===== src/hw/rtl/acc_pkg.sv =====
package acc_pkg;

  // clock limits
  localparam int unsigned HOURS_W   = 5;
  localparam int unsigned MINUTES_W = 6;
  localparam int unsigned SECONDS_W = 6;
  localparam int unsigned VOLUME_W  = 8;
  localparam int unsigned SNOOZE_W  = 8;

  localparam logic [HOURS_W-1:0]   HOURS_PER_DAY = HOURS_W'(24);
  localparam logic [MINUTES_W-1:0] LAST_MINUTE   = MINUTES_W'(59);
  localparam logic [MINUTES_W-1:0] MINUTES_PER_H = MINUTES_W'(60);

  // volume limits and step
  localparam logic [VOLUME_W-1:0] VOLUME_MIN  = VOLUME_W'(31);
  localparam logic [VOLUME_W-1:0] VOLUME_MAX  = VOLUME_W'(255);
  localparam logic [VOLUME_W-1:0] VOLUME_STEP = VOLUME_W'(4);

  // reset values
  localparam logic [HOURS_W-1:0]   RST_HOURS   = HOURS_W'(23);
  localparam logic [MINUTES_W-1:0] RST_MINUTES = MINUTES_W'(59);
  localparam logic [SECONDS_W-1:0] RST_SECONDS = SECONDS_W'(56);
  localparam logic [VOLUME_W-1:0]  RST_VOLUME  = VOLUME_W'(128);
  localparam logic [SNOOZE_W-1:0]  RST_SNOOZE  = SNOOZE_W'(10);

  // configuration register map
  localparam int unsigned CFG_ADDR_W = 3;
  localparam logic        REG_SNOOZE_LENGTH = 1'b0;

  // item kinds
  localparam logic ACTION_TICK = 1'b0;
  localparam logic ACTION_SCAN = 1'b1;

  // button codes
  localparam logic [3:0] BTN_TIME_SET  = 4'd0;
  localparam logic [3:0] BTN_ALARM_SET = 4'd1;
  localparam logic [3:0] BTN_SNOOZE    = 4'd5;
  localparam logic [3:0] BTN_ENABLE    = 4'd7;

  // encoder turn codes
  localparam logic [2:0] TURN_HOUR_UP  = 3'b001;
  localparam logic [2:0] TURN_HOUR_DN  = 3'b111;
  localparam logic [2:0] TURN_MIN_UP   = 3'b010;
  localparam logic [2:0] TURN_MIN_DN   = 3'b110;

  typedef enum logic [1:0] {
    MODE_RUN   = 2'd0,
    MODE_TIME  = 2'd1,
    MODE_ALARM = 2'd2
  } mode_t;

  typedef struct packed {
    logic [HOURS_W-1:0]   hours;
    logic [MINUTES_W-1:0] minutes;
    logic [SECONDS_W-1:0] seconds;
  } clock_time_t;

  // add small signed deltas with carries, floor at midnight, wrap at 24 h
  function automatic clock_time_t time_add(input clock_time_t t,
                                           input logic signed [1:0] dh,
                                           input logic signed [1:0] dm,
                                           input logic signed [1:0] ds);
    logic signed [7:0] hh;
    logic signed [7:0] mm;
    logic signed [7:0] ss;
    clock_time_t       res;
    hh = $signed({3'b000, t.hours})   + 8'(dh);
    mm = $signed({2'b00,  t.minutes}) + 8'(dm);
    ss = $signed({2'b00,  t.seconds}) + 8'(ds);
    if (ss > $signed({2'b00, LAST_MINUTE})) begin
      mm = mm + 8'sd1;
      ss = ss - $signed({2'b00, MINUTES_PER_H});
    end else if (ss < 8'sd0) begin
      mm = mm - 8'sd1;
      ss = ss + $signed({2'b00, MINUTES_PER_H});
    end
    if (mm > $signed({2'b00, LAST_MINUTE})) begin
      hh = hh + 8'sd1;
      mm = mm - $signed({2'b00, MINUTES_PER_H});
    end else if (mm < 8'sd0) begin
      hh = hh - 8'sd1;
      mm = mm + $signed({2'b00, MINUTES_PER_H});
    end
    if (hh < 8'sd0) begin
      hh = 8'sd0;
      mm = 8'sd0;
      ss = 8'sd0;
    end
    if (hh >= $signed({3'b000, HOURS_PER_DAY})) begin
      hh = hh - $signed({3'b000, HOURS_PER_DAY});
    end
    res.hours   = hh[HOURS_W-1:0];
    res.minutes = mm[MINUTES_W-1:0];
    res.seconds = ss[SECONDS_W-1:0];
    return res;
  endfunction

endpackage


===== src/hw/rtl/alarm_clock_controller.sv =====
// Twenty-four-hour alarm clock controller.
// in_ channel: one word per event. in_tuser is the event kind (tick or
// control scan); in_tdata carries the button code and the encoder turn.
// out_ channel: one word per input word, the clock state after that event:
// current time, alarm time, mode, enable, sounding flag and speaker volume.
// cfg_ port: APB-style, one register (snooze length) at byte address 0; it must be
// written only while no event is in flight, which the block does not enforce.
// An accepted word is captured in an input register; the state update from
// there is combinational and its result is written into the output register
// when that register is empty or being drained.
// Throughput: one word per cycle while the receiver takes results; the
// combinational state update between the input and output registers sets that figure.
// Reset (synchronous, rst_n low) sets the time to 23:59:56, the alarm to
// 23:59, run mode, disarmed, volume 128 and snooze length 10; no word is
// held.
// When the receiver stalls, the output register holds its word and the
// input register can still take one more word before in_tready drops.
module alarm_clock_controller (
  input  logic                           clk,
  input  logic                           rst_n,
  // in_tdata: button[3:0], encoder_turn[6:4], zero pad[7]
  input  logic [7:0]                     in_tdata,
  // in_tuser: action[0]
  input  logic                           in_tuser,
  input  logic                           in_tvalid,
  output logic                           in_tready,
  // out_tdata: hours[4:0], minutes[10:5], seconds[16:11], wake_hours[21:17],
  // wake_minutes[27:22], set_mode[29:28], alarm_enabled[30],
  // alarm_sounding[31], volume_drive[39:32]
  output logic [39:0]                    out_tdata,
  output logic                           out_tvalid,
  input  logic                           out_tready,
  input  logic                           cfg_psel,
  input  logic                           cfg_penable,
  input  logic                           cfg_pwrite,
  input  logic [acc_pkg::CFG_ADDR_W-1:0] cfg_paddr,
  input  logic [31:0]                    cfg_pwdata,
  output logic [31:0]                    cfg_prdata,
  output logic                           cfg_pready
);
  import acc_pkg::*;

  logic [SNOOZE_W-1:0] snooze_length;

  // input register
  logic       in_valid_r;
  logic       in_action_r;
  logic [3:0] in_button_r;
  logic [2:0] in_turn_r;

  // clock state
  clock_time_t          cur_r,       cur_nxt;
  logic [HOURS_W-1:0]   alarm_h_r,   alarm_h_nxt;
  logic [MINUTES_W-1:0] alarm_m_r,   alarm_m_nxt;
  mode_t                mode_r,      mode_nxt;
  logic                 armed_r,     armed_nxt;
  logic                 trig_r,      trig_nxt;
  logic [SNOOZE_W-1:0]  snooze_r,    snooze_nxt;
  logic [VOLUME_W-1:0]  volume_r,    volume_nxt;

  // output register
  logic        out_valid_r;
  logic [39:0] out_data_r, out_data_nxt;

  logic advance;
  logic fire;

  clock_time_t       alarm_sum;
  clock_time_t       alarm_in;
  clock_time_t       cur_step;
  logic signed [1:0] dh;
  logic signed [1:0] dm;
  logic signed [9:0] vol_s;
  logic              on;

  acc_regs u_regs (
    .clk           (clk),
    .rst_n         (rst_n),
    .cfg_psel      (cfg_psel),
    .cfg_penable   (cfg_penable),
    .cfg_pwrite    (cfg_pwrite),
    .cfg_paddr     (cfg_paddr),
    .cfg_pwdata    (cfg_pwdata),
    .cfg_prdata    (cfg_prdata),
    .cfg_pready    (cfg_pready),
    .snooze_length (snooze_length)
  );

  // handshake
  assign advance   = !out_valid_r || out_tready;
  assign fire      = in_valid_r && advance;
  assign in_tready = !in_valid_r || advance;

  // input capture
  always_ff @(posedge clk) begin
    if (!rst_n) begin
      in_valid_r <= 1'b0;
    end else if (in_tready) begin
      in_valid_r <= in_tvalid;
    end
  end

  always_ff @(posedge clk) begin
    if (in_tready && in_tvalid) begin
      in_action_r <= in_tuser;
      in_button_r <= in_tdata[3:0];
      in_turn_r   <= in_tdata[6:4];
    end
  end

  // state update for the held word
  always_comb begin
    cur_nxt     = cur_r;
    alarm_h_nxt = alarm_h_r;
    alarm_m_nxt = alarm_m_r;
    mode_nxt    = mode_r;
    armed_nxt   = armed_r;
    trig_nxt    = trig_r;
    snooze_nxt  = snooze_r;
    volume_nxt  = volume_r;
    dh          = 2'sd0;
    dm          = 2'sd0;
    vol_s       = $signed({2'b00, volume_r});
    alarm_in.hours   = alarm_h_r;
    alarm_in.minutes = alarm_m_r;
    alarm_in.seconds = '0;
    alarm_sum   = alarm_in;
    cur_step    = cur_r;

    // turn decode
    case (in_turn_r)
      TURN_HOUR_UP: dh = 2'sd1;
      TURN_HOUR_DN: dh = -2'sd1;
      TURN_MIN_UP:  dm = 2'sd1;
      TURN_MIN_DN:  dm = -2'sd1;
      default: ;
    endcase

    if (in_action_r == ACTION_TICK) begin
      // one second tick
      if (snooze_r != '0) begin
        snooze_nxt = snooze_r - SNOOZE_W'(1);
      end
      cur_step = time_add(cur_r, 2'sd0, 2'sd0, 2'sd1);
      cur_nxt  = cur_step;
      if (armed_r && (cur_step.hours == alarm_h_r) && (cur_step.minutes == alarm_m_r)) begin
        trig_nxt = 1'b1;
      end
    end else begin
      // button first
      unique case (in_button_r)
        BTN_TIME_SET:  mode_nxt = (mode_r == MODE_TIME) ? MODE_RUN : MODE_TIME;
        BTN_ALARM_SET: mode_nxt = (mode_r == MODE_ALARM) ? MODE_RUN : MODE_ALARM;
        BTN_SNOOZE:    snooze_nxt = snooze_length;
        BTN_ENABLE:    armed_nxt = !armed_r;
        default: ;
      endcase
      if (!armed_nxt) begin
        trig_nxt = 1'b0;
      end

      // then the encoder, by the new mode
      unique case (mode_nxt)
        MODE_TIME: begin
          if ((dh != 2'sd0) || (dm != 2'sd0)) begin
            cur_step = time_add(cur_r, dh, dm, 2'sd0);
            cur_nxt  = cur_step;
          end
        end
        MODE_ALARM: begin
          if ((dh != 2'sd0) || (dm != 2'sd0)) begin
            alarm_sum   = time_add(alarm_in, dh, dm, 2'sd0);
            alarm_h_nxt = alarm_sum.hours;
            alarm_m_nxt = alarm_sum.minutes;
          end
        end
        default: begin
          if (in_turn_r == TURN_MIN_UP) begin
            vol_s = vol_s + $signed({2'b00, VOLUME_STEP});
          end else if (in_turn_r == TURN_MIN_DN) begin
            vol_s = vol_s - $signed({2'b00, VOLUME_STEP});
          end
          if (vol_s < $signed({2'b00, VOLUME_MIN})) begin
            vol_s = $signed({2'b00, VOLUME_MIN});
          end
          if (vol_s > $signed({2'b00, VOLUME_MAX})) begin
            vol_s = $signed({2'b00, VOLUME_MAX});
          end
          volume_nxt = vol_s[VOLUME_W-1:0];
        end
      endcase
    end

    // result word
    on = armed_nxt && trig_nxt;
    out_data_nxt = {
      on ? volume_nxt : VOLUME_W'(1),
      on && (snooze_nxt == '0),
      armed_nxt,
      mode_nxt,
      alarm_m_nxt,
      alarm_h_nxt,
      cur_nxt.seconds,
      cur_nxt.minutes,
      cur_nxt.hours
    };
  end

  // state registers
  always_ff @(posedge clk) begin
    if (!rst_n) begin
      cur_r.hours   <= RST_HOURS;
      cur_r.minutes <= RST_MINUTES;
      cur_r.seconds <= RST_SECONDS;
      alarm_h_r     <= RST_HOURS;
      alarm_m_r     <= RST_MINUTES;
      mode_r        <= MODE_RUN;
      armed_r       <= 1'b0;
      trig_r        <= 1'b0;
      snooze_r      <= '0;
      volume_r      <= RST_VOLUME;
    end else if (fire) begin
      cur_r         <= cur_nxt;
      alarm_h_r     <= alarm_h_nxt;
      alarm_m_r     <= alarm_m_nxt;
      mode_r        <= mode_nxt;
      armed_r       <= armed_nxt;
      trig_r        <= trig_nxt;
      snooze_r      <= snooze_nxt;
      volume_r      <= volume_nxt;
    end
  end

  // output register
  always_ff @(posedge clk) begin
    if (!rst_n) begin
      out_valid_r <= 1'b0;
    end else if (advance) begin
      out_valid_r <= in_valid_r;
    end
  end

  always_ff @(posedge clk) begin
    if (fire) begin
      out_data_r <= out_data_nxt;
    end
  end

  assign out_tvalid = out_valid_r;
  assign out_tdata  = out_data_r;

endmodule


===== src/hw/rtl/acc_regs.sv =====
module acc_regs (
  input  logic                             clk,
  input  logic                             rst_n,
  input  logic                             cfg_psel,
  input  logic                             cfg_penable,
  input  logic                             cfg_pwrite,
  input  logic [acc_pkg::CFG_ADDR_W-1:0]   cfg_paddr,
  input  logic [31:0]                      cfg_pwdata,
  output logic [31:0]                      cfg_prdata,
  output logic                             cfg_pready,
  output logic [acc_pkg::SNOOZE_W-1:0]     snooze_length
);
  import acc_pkg::*;

  logic [SNOOZE_W-1:0] snooze_length_r;
  logic                reg_idx;
  logic                wr_en;

  // word index from the byte address
  assign reg_idx    = cfg_paddr[2];
  assign cfg_pready = 1'b1;
  assign wr_en      = cfg_psel && cfg_penable && cfg_pwrite && cfg_pready;

  // register write
  always_ff @(posedge clk) begin
    if (!rst_n) begin
      snooze_length_r <= RST_SNOOZE;
    end else if (wr_en && (reg_idx == REG_SNOOZE_LENGTH)) begin
      snooze_length_r <= cfg_pwdata[SNOOZE_W-1:0];
    end
  end

  // read mux
  always_comb begin
    unique case (reg_idx)
      REG_SNOOZE_LENGTH: cfg_prdata = {{(32-SNOOZE_W){1'b0}}, snooze_length_r};
      default:           cfg_prdata = 32'd0;
    endcase
  end

  assign snooze_length = snooze_length_r;

endmodule

===== config.mk =====
export PLATFORM = sky130hd
export DESIGN_NAME = alarm_clock_controller
export DESIGN_NICKNAME = d
export VERILOG_FILES = /design/src/hw/rtl/acc_pkg.sv /design/src/hw/rtl/alarm_clock_controller.sv /design/src/hw/rtl/acc_regs.sv
export SDC_FILE = /design/constraint.sdc
export NUM_CORES = 1
export LEC_CHECK = 0
export ABC_CLOCK_PERIOD_IN_PS = 6620
export BUFFER_PORTS_ARGS = -buffer_cell sky130_fd_sc_hd__buf_2
export CAP_MARGIN = 30
export CORE_MARGIN = 5
export CORE_UTILIZATION = 59
export CTS_CLUSTER_SIZE = 40
export DETAILED_ROUTE_END_ITERATION = 16
export GPL_ROUTABILITY_DRIVEN = 1
export PLACE_DENSITY = 0.81
export SLEW_MARGIN = 20
export SYNTH_ARGS = -nofsm -noshare
export SYNTH_HDL_FRONTEND = slang
export SYNTH_HIERARCHICAL = 1
export SYNTH_SLANG_ARGS = --single-unit

===== constraint.sdc =====
create_clock -name clk -period 6.62 [get_ports clk]
set_input_delay 0.662 -clock clk [delete_from_list [all_inputs] [get_ports clk]]
set_output_delay 0.662 -clock clk [all_outputs]
set_load 0.05 [all_outputs]

==> impl_metrics.csv, run 1 <==
group,metric,value,unit
cells_and_area,fin_area,0.00973,sq mm
pwr,power_density,213,mW/mm^2
flow_run,max_cap_violations,0,
pwr,leakagePower,4.03,nW
die,die_w,134,um
grt,gr-total-overflow,0,
placement,post-dp-hpwl,17.0,mm
cts,clk_path_buf_depth,2,
synthesis,synth_edf_count,48,
synthesis,avgSynthCellArea,8.26,sq um
grt,antenna_found_initial,0,
pwr,power_frac_comb,37.4,%
synthesis,synth-main-ff-cell,"dfxtp_1",
cts,clk_pin_slew_worst_paths,0.08,ns
sta,fin_setup_tns,0,ns
sta,finalHoldViolCount,0,
synthesis,synth_common_cells,"nand2_1 (113), nor2_1 (92), o21ai_0 (63)",
sta,maxSlewViolCount,0,
sta,fin_skew,0.0104,ns
pwr,switching_share,39.2,%
critical_path,cp-start-kind,"flop",
sta,hold_ws,0.468,ns
cts,insertion_delay,0.36,ns
worst_hold_path,hp-class,"input port to flop",
die,core_area,0.0151,sq mm
critical_path,reg2reg_depth,20,
synthesis,synth_top_area_share,16.0,%
die,row_count,45,
pwr,internal_power,1.26,mW
routing,final_antenna_net_count,0,
routing,drt-pass1-iter-count,5,
routing,drtIter0Drc,932,
critical_path,critPathKind,"flop to flop",
routing,finalWirelength,23.3,mm
status,outcome,"completed",
grt,grt_pass1_vias,7510,
grt,grt_usage,25.5,%
sta,finalSetupViolCount,0,
pwr,ir_worst_vdd,0.127,mV
worst_hold_path,min_path_cells,1,
sta,period_share,89.3,%
pwr,power.sequential.fraction,36.6,%
cells_and_area,area_growth,7.94,%
critical_path,cp-end-kind,"flop",
sta,rsz0062_at_grt,"no",
sta,fin_crit,5.91,ns
placement,gp_congestion,0.968,
synthesis,synthArstFlopShare,0,%
synthesis,synthDistinctLibCells,94,
synthesis,synth.most_common_cell,"nand2_1",
placement,port_buffers,73,
synthesis,syn_inst,1092,
routing,wl_per_cell,17.4,um
critical_path,arrival,6.03,ns
cts,cts_setup_buffers,0,
die,die_height,134,um
die,fp.dieArea,0.0179,sq mm
critical_path,cp_data_required_time,6.74,ns
synthesis,synth_area,0.00902,sq mm
cts,htree_levels,3,
synthesis,synth_top_area_cell,"edfxtp_1",
pwr,report.power.total,2.07,mW
cells_and_area,nNetsFinal,1261,
cts,clkSinkCount,106,
grt,grt_max_degree,55,
cells_and_area,drive_above_1_share,13.5,%
critical_path,cp_max_fo,6,
cts,tritoncts,"built",
cts,cts_resized,0,
die,initial_core_util,59.8,%
cells_and_area,fin_util,64.5,%
synthesis,yosysSeqAreaShare,28.9,%
die,io_pins,126,
grt,grt_pass1_wl,37.6,mm
routing,vias,8415,
sta,slew_headroom,42.3,%
routing,drc,0,
pwr,switching_power,0.813,mW
pwr,clkPwrFrac,26.0,%
sta,worstMarginPinSlew,0.855,ns
cts,numCtsBuffers,9,
routing,avgViaCountPerCell,6.29,
cts,hold_buffers,0,
cells_and_area,n_antenna_cell,0,
sta,fmax,169,MHz
placement,post_dp_cell_area,0.00943,sq mm
synthesis,yosys_warnings,6,
synthesis,synth_area_leaders,"edfxtp_1 (16%), dfxtp_1 (13%), ha_1 (8.6%)",
cts,clock-root-buffer,"clkbuf_16",
synthesis,ys_ff_latch,106,
## placed cells by master (no fill, tap or decap), drive strengths merged, types with 16 or more instances in the layout
cell type	count
nand2	114
nor2	96
buf	86
o21ai	69
ha	62
dfxtp	58
a21oi	56
inv	51
xnor2	49
edfxtp	48
nand3	45
nor3	25
conb	25
a31oi	23
a21o	20
a211oi	18
xor2	17
nor2b	16
nand4	16
mux2i	16
## worst paths after layout
kind,from,end,slack [ns]
worst max-delay path,in_turn_r[1],out_tdata[4],0.71
worst min-delay path,in_tdata[6],in_turn_r[2],0.47
worst max register to register,in_turn_r[1],out_tdata[4],0.71
worst min register to register,u_regs/snooze_length[2],u_regs/snooze_length[2],0.48
## power groups by stage
stage	logic [mW]	registers (mW)	clock network, mW
2_1_floorplan	0.586	0.799	0
3_3_place_gp	0.741	0.772	0
3_5_place_dp	0.756	0.773	0
4_1_cts	0.764	0.758	0.545
5_1_grt	0.848	0.765	0.575
6_report	0.776	0.759	0.539
## through the flow
| stage | cells | worst slack [ns] |
|---|---|---|
| 6_report | 1337 | 0.711 |
| 5_1_grt | 1337 | 0.269 |
| 4_1_cts | 1337 | 0.755 |
| 3_5_place_dp | 1321 | 0.799 |
| 3_3_place_gp | 1321 | 0.895 |
| 2_1_floorplan | 1115 | 0.919 |
## kinds of logic (layout without fill, tap and decap cells)
| family | after synthesis | count (layout) | synth area share, % |
|---|---|---|---|
| multiplexers | 24 | 24 | 2.78 |
| buffers and inverters | 118 | 152 | 6.17 |
| other | 2 | 25 | 0.0833 |
| flip-flops | 106 | 106 | 28.9 |
| adder cells (fa/ha/maj) | 67 | 67 | 9.60 |
| AO/OA/AOI/OAI | 301 | 301 | 22.9 |
| AND/OR/NAND/NOR | 407 | 407 | 22.8 |
| XOR/XNOR | 67 | 67 | 6.74 |
## state kept, by name, indices dropped and copies added (netlist names)
name / cells
alarm_h_r: 5
alarm_m_r: 6
armed_r: 1
cur_r: 17
in_action_r: 1
in_button_r: 4
in_turn_r: 3
in_valid_r: 1
mode_r: 2
out_tdata: 40
out_tvalid: 1
snooze_r: 8
trig_r: 1
u_regs/snooze_length: 8
volume_r: 8
## worst max-delay path, cell delays in order, from the launching register on
cell and delay, ns:
edfxtp_1 0.45, nand2b_1 0.22, inv_1 0.20, ha_1 0.27, fa_1 0.41, xnor2_1 0.21
nor4b_1 0.32, buf_4 0.19, xor2_1 0.35, ha_1 0.24, inv_1 0.05, o311a_1 0.37
maj3_1 0.37, a41o_1 0.27, o211ai_1 0.34, a21oi_1 0.16, a311oi_1 0.45, ha_1 0.31
a21o_1 0.16, a31oi_1 0.26, nor2_1 0.07
## per-layer routing
metal	global-route usage (%)	vias up	routed length, um
li1	-	4058	-
met1	35.2	3974	10100
met2	41.6	335	11000
met3	3.32	48	1580
met4	8.34	0	631
met5	0	-	0
## layout make-up
cell class | count | area, sq um
clock buffer | 9 | 225
clock inverter | 7 | 73.8
fill | 1238 | 5360
inverter | 50 | 189
multi-input combinational | 891 | 5940
sequential | 106 | 2600
tap | 188 | 235
timing repair buffer | 86 | 463
No activity file was read; power rests on OpenSTA's default activity.
==> inputs of run 2 (changes only) <==
Settings changed: ABC_AREA from default to 1, CTS_CLUSTER_DIAMETER from default to 150, TNS_END_PERCENT from default to 5.
==> run 2 against run 1 <==
  * Total power rose by 4.4%
  * Fmax rose by 22%
  * Non-clock buffer count fell by 7
  * First-iteration DRC count fell by 33%
  * Die area fell by 4.1%
  * Design area fell by 3.8%
  * Setup slack improved by 1.1 ns
  * Final cell count rose by 8.8%
  * Critical path depth rose by 4
  * Synthesized area fell by 4.4%
  * Largest power group unchanged
  * Highest routed layer unchanged
==> impl_metrics.csv, run 2 <==
group,metric,value,unit
synthesis,yosys_warnings,6,
placement,post-dp-hpwl,15.3,mm
routing,drtIter0Drc,628,
cts,clkSinkCount,106,
cts,numCtsBuffers,9,
status,outcome,"completed",
critical_path,cp-start-kind,"flop",
cts,clk_pin_slew_worst_paths,0.08,ns
die,fp.dieArea,0.0171,sq mm
cts,htree_levels,3,
cts,clock-root-buffer,"clkbuf_16",
cells_and_area,layout_common_cells,"nand2_1 (248), inv_1 (175), nand3_1 (102)",
die,initial_core_util,59.8,%
synthesis,synth_area_leaders,"edfxtp_1 (17%), dfxtp_1 (13%), nand2_1 (11%)",
critical_path,cp_max_fo,15,
synthesis,synth-main-ff-cell,"dfxtp_1",
cells_and_area,n_antenna_cell,0,
synthesis,synth_top_area_share,16.7,%
synthesis,synthDistinctLibCells,55,
routing,vias,8043,
sta,fin_skew,0.00981,ns
grt,grt_usage,24.1,%
sta,slew_headroom,40.8,%
worst_hold_path,min_path_cells,1,
critical_path,cp-end-kind,"flop",
worst_hold_path,hp-class,"input port to flop",
routing,wl_per_cell,14.2,um
synthesis,synth.most_common_cell,"nand2_1",
sta,rsz0062_at_grt,"no",
pwr,leakagePower,4.68,nW
synthesis,synth_top_area_cell,"edfxtp_1",
critical_path,critPathKind,"flop to flop",
cells_and_area,area_growth,8.67,%
critical_path,reg2reg_depth,24,
cts,hold_buffers,0,
cts,cts_setup_buffers,0,
synthesis,synth_area,0.00862,sq mm
cts,cts_resized,0,
sta,fin_setup_tns,0,ns
synthesis,synth_common_cells,"nand2_1 (248), inv_1 (175), nand3_1 (102)",
critical_path,r2r_setup_slack,1.79,ns
cts,tritoncts,"built",
die,core_area,0.0144,sq mm
sta,fin_crit,4.83,ns
routing,final_antenna_net_count,0,
grt,grt_max_degree,74,
grt,gr-total-overflow,0,
die,die_w,131,um
die,row_count,44,
routing,drc,0,
synthesis,ys_ff_latch,106,
sta,finalHoldViolCount,0,
synthesis,syn_inst,1202,
worst_hold_path,min_to,"in_button_r[3]",
cells_and_area,largest_reg_flops,40,
synthesis,avgSynthCellArea,7.17,sq um
grt,grt_pass1_vias,7280,
flow_run,max_cap_violations,0,
cts,clk_path_buf_depth,2,
placement,port_buffers,73,
synthesis,synth_edf_count,48,
critical_path,rr_startpoint,"in_turn_r[0]",
routing,finalWirelength,20.7,mm
critical_path,arrival,5.12,ns
cts,insertion_delay,0.37,ns
sta,period_share,72.9,%
die,die_height,131,um
pwr,power_density,231,mW/mm^2
sta,maxSlewViolCount,0,
grt,antenna_found_initial,0,
cells_and_area,final_common_cell,"nand2_1",
die,io_pins,126,
synthesis,synthArstFlopShare,0,%
synthesis,yosysSeqAreaShare,30.2,%
sta,finalSetupViolCount,0,
critical_path,timing.rr.end,"alarm_m_r[5]",
sta,worstMarginPinSlew,0.882,ns
routing,drt-pass1-iter-count,6,
cells_and_area,final_cell_count_no_fill,1454,
pwr,ir_worst_vdd,0.220,mV
placement,placed_cells_incl_taps,1438,
grt,grt_pass1_wl,33.4,mm
sta,fmax,207,MHz
worst_hold_path,min_from,"in_tdata[3]",
cells_and_area,nNetsFinal,1382,
routing,avgViaCountPerCell,5.53,
placement,gp_congestion,0.946,
critical_path,cp_data_required_time,6.91,ns
cells_and_area,drive_above_1_share,13.7,%
## run 2: changes by cell type in the layout (fill, tap and decap cells not counted), sizes merged, moves of 15 or more
cell and delta:
nand2 +162, inv +134, nand3 +62, xnor2 -42
xor2 +33, a31oi -21, a21o -18, mux2i -16
nor2b -16, a211oi -15, a21oi +15
## run 2: per-layer routing
layer / global-route usage [%] / part of all wire, % / up-vias
li1: - / - / 4031
met1: 30.2 / 43 / 3694
met2: 42.1 / 49 / 273
met3: 4.63 / 6.1 / 45
met4: 7.14 / 2.5 / 0
met5: 0 / 0 / -
## run 2: kinds of logic (layout without fill, tap and decap cells)
kind of cell,count (synthesis),after routing,share of synthesized area (%)
and+or+nand+nor,538,538,28.9
adders and majority gates,66,66,9.93
AOI/OAI and AO/OA,196,196,13.3
xor gates and xnor gates,57,57,5.88
other,2,25,0.0871
buffers and inverters,237,282,11.8
DFF,106,106,30.2
## run 2: stage by stage
stage | utilization [%] | power (mW) | instance area (sq um) | hold slack [ns] | setup slack (ns)
5_1_grt | 64.9 | 2.29 | 9370 | 0.457 | 1.46
3_3_place_gp | 62.6 | 1.56 | 9030 | 0.455 | 2.05
2_1_floorplan | - | 1.44 | 8710 | 0.444 | 2.47
3_5_place_dp | 62.7 | 1.58 | 9050 | 0.461 | 1.94
6_report | 64.9 | 2.16 | 9370 | 0.464 | 1.79
4_1_cts | 64.9 | 2.16 | 9370 | 0.462 | 1.92
## run 2: critical path: stages (launching register included)
cell and delay [ns]:
edfxtp_1 0.44, nor2_4 0.22, inv_1 0.11, nor2_2 0.30
buf_4 0.30, ha_1 0.31, a21oi_1 0.15, nand2_1 0.07
or2_2 0.27, nand2_1 0.13, inv_1 0.11, ha_1 0.20
a31oi_1 0.17, nand3_1 0.09, nand2_1 0.09, nand2_1 0.18
inv_1 0.27, nand2_1 0.08, inv_1 0.06, nor2_1 0.07
nor2_1 0.39, inv_1 0.21, o22ai_1 0.32, a21oi_1 0.10
o21ai_0 0.09
## run 2: final cells by class
| type | instances | area [sq um] |
|---|---|---|
| repair buffers | 79 | 418 |
| inverters | 187 | 709 |
| multi-input cells | 882 | 5090 |
| fillers | 1327 | 5060 |
| clock buffers | 9 | 225 |
| flip-flops and latches | 106 | 2600 |
| well taps | 184 | 230 |
| clock inverters | 7 | 92.6 |
## run 2: power breakdown
part,internal (mW),switching (mW),total [mW],leakage (nW)
clock network,0.304,0.281,0.585,0.149
logic,0.253,0.558,0.810,3.62
registers,0.731,0.0387,0.770,0.910
total,1.29,0.877,2.16,4.68
## run 2: how the worst max path moves through the flow
stage	start	endpoint	slack, ns	depth (start not counted)
floorplan	in_turn_r[0]	out_tdata[4]	2.47	24
global placement	in_turn_r[0]	alarm_m_r[5]	2.05	24
detailed placement	in_turn_r[0]	alarm_m_r[5]	1.94	24
CTS	in_turn_r[0]	alarm_m_r[5]	1.92	24
global route	in_turn_r[0]	out_tdata[4]	1.46	26
finish	in_turn_r[0]	alarm_m_r[5]	1.79	24
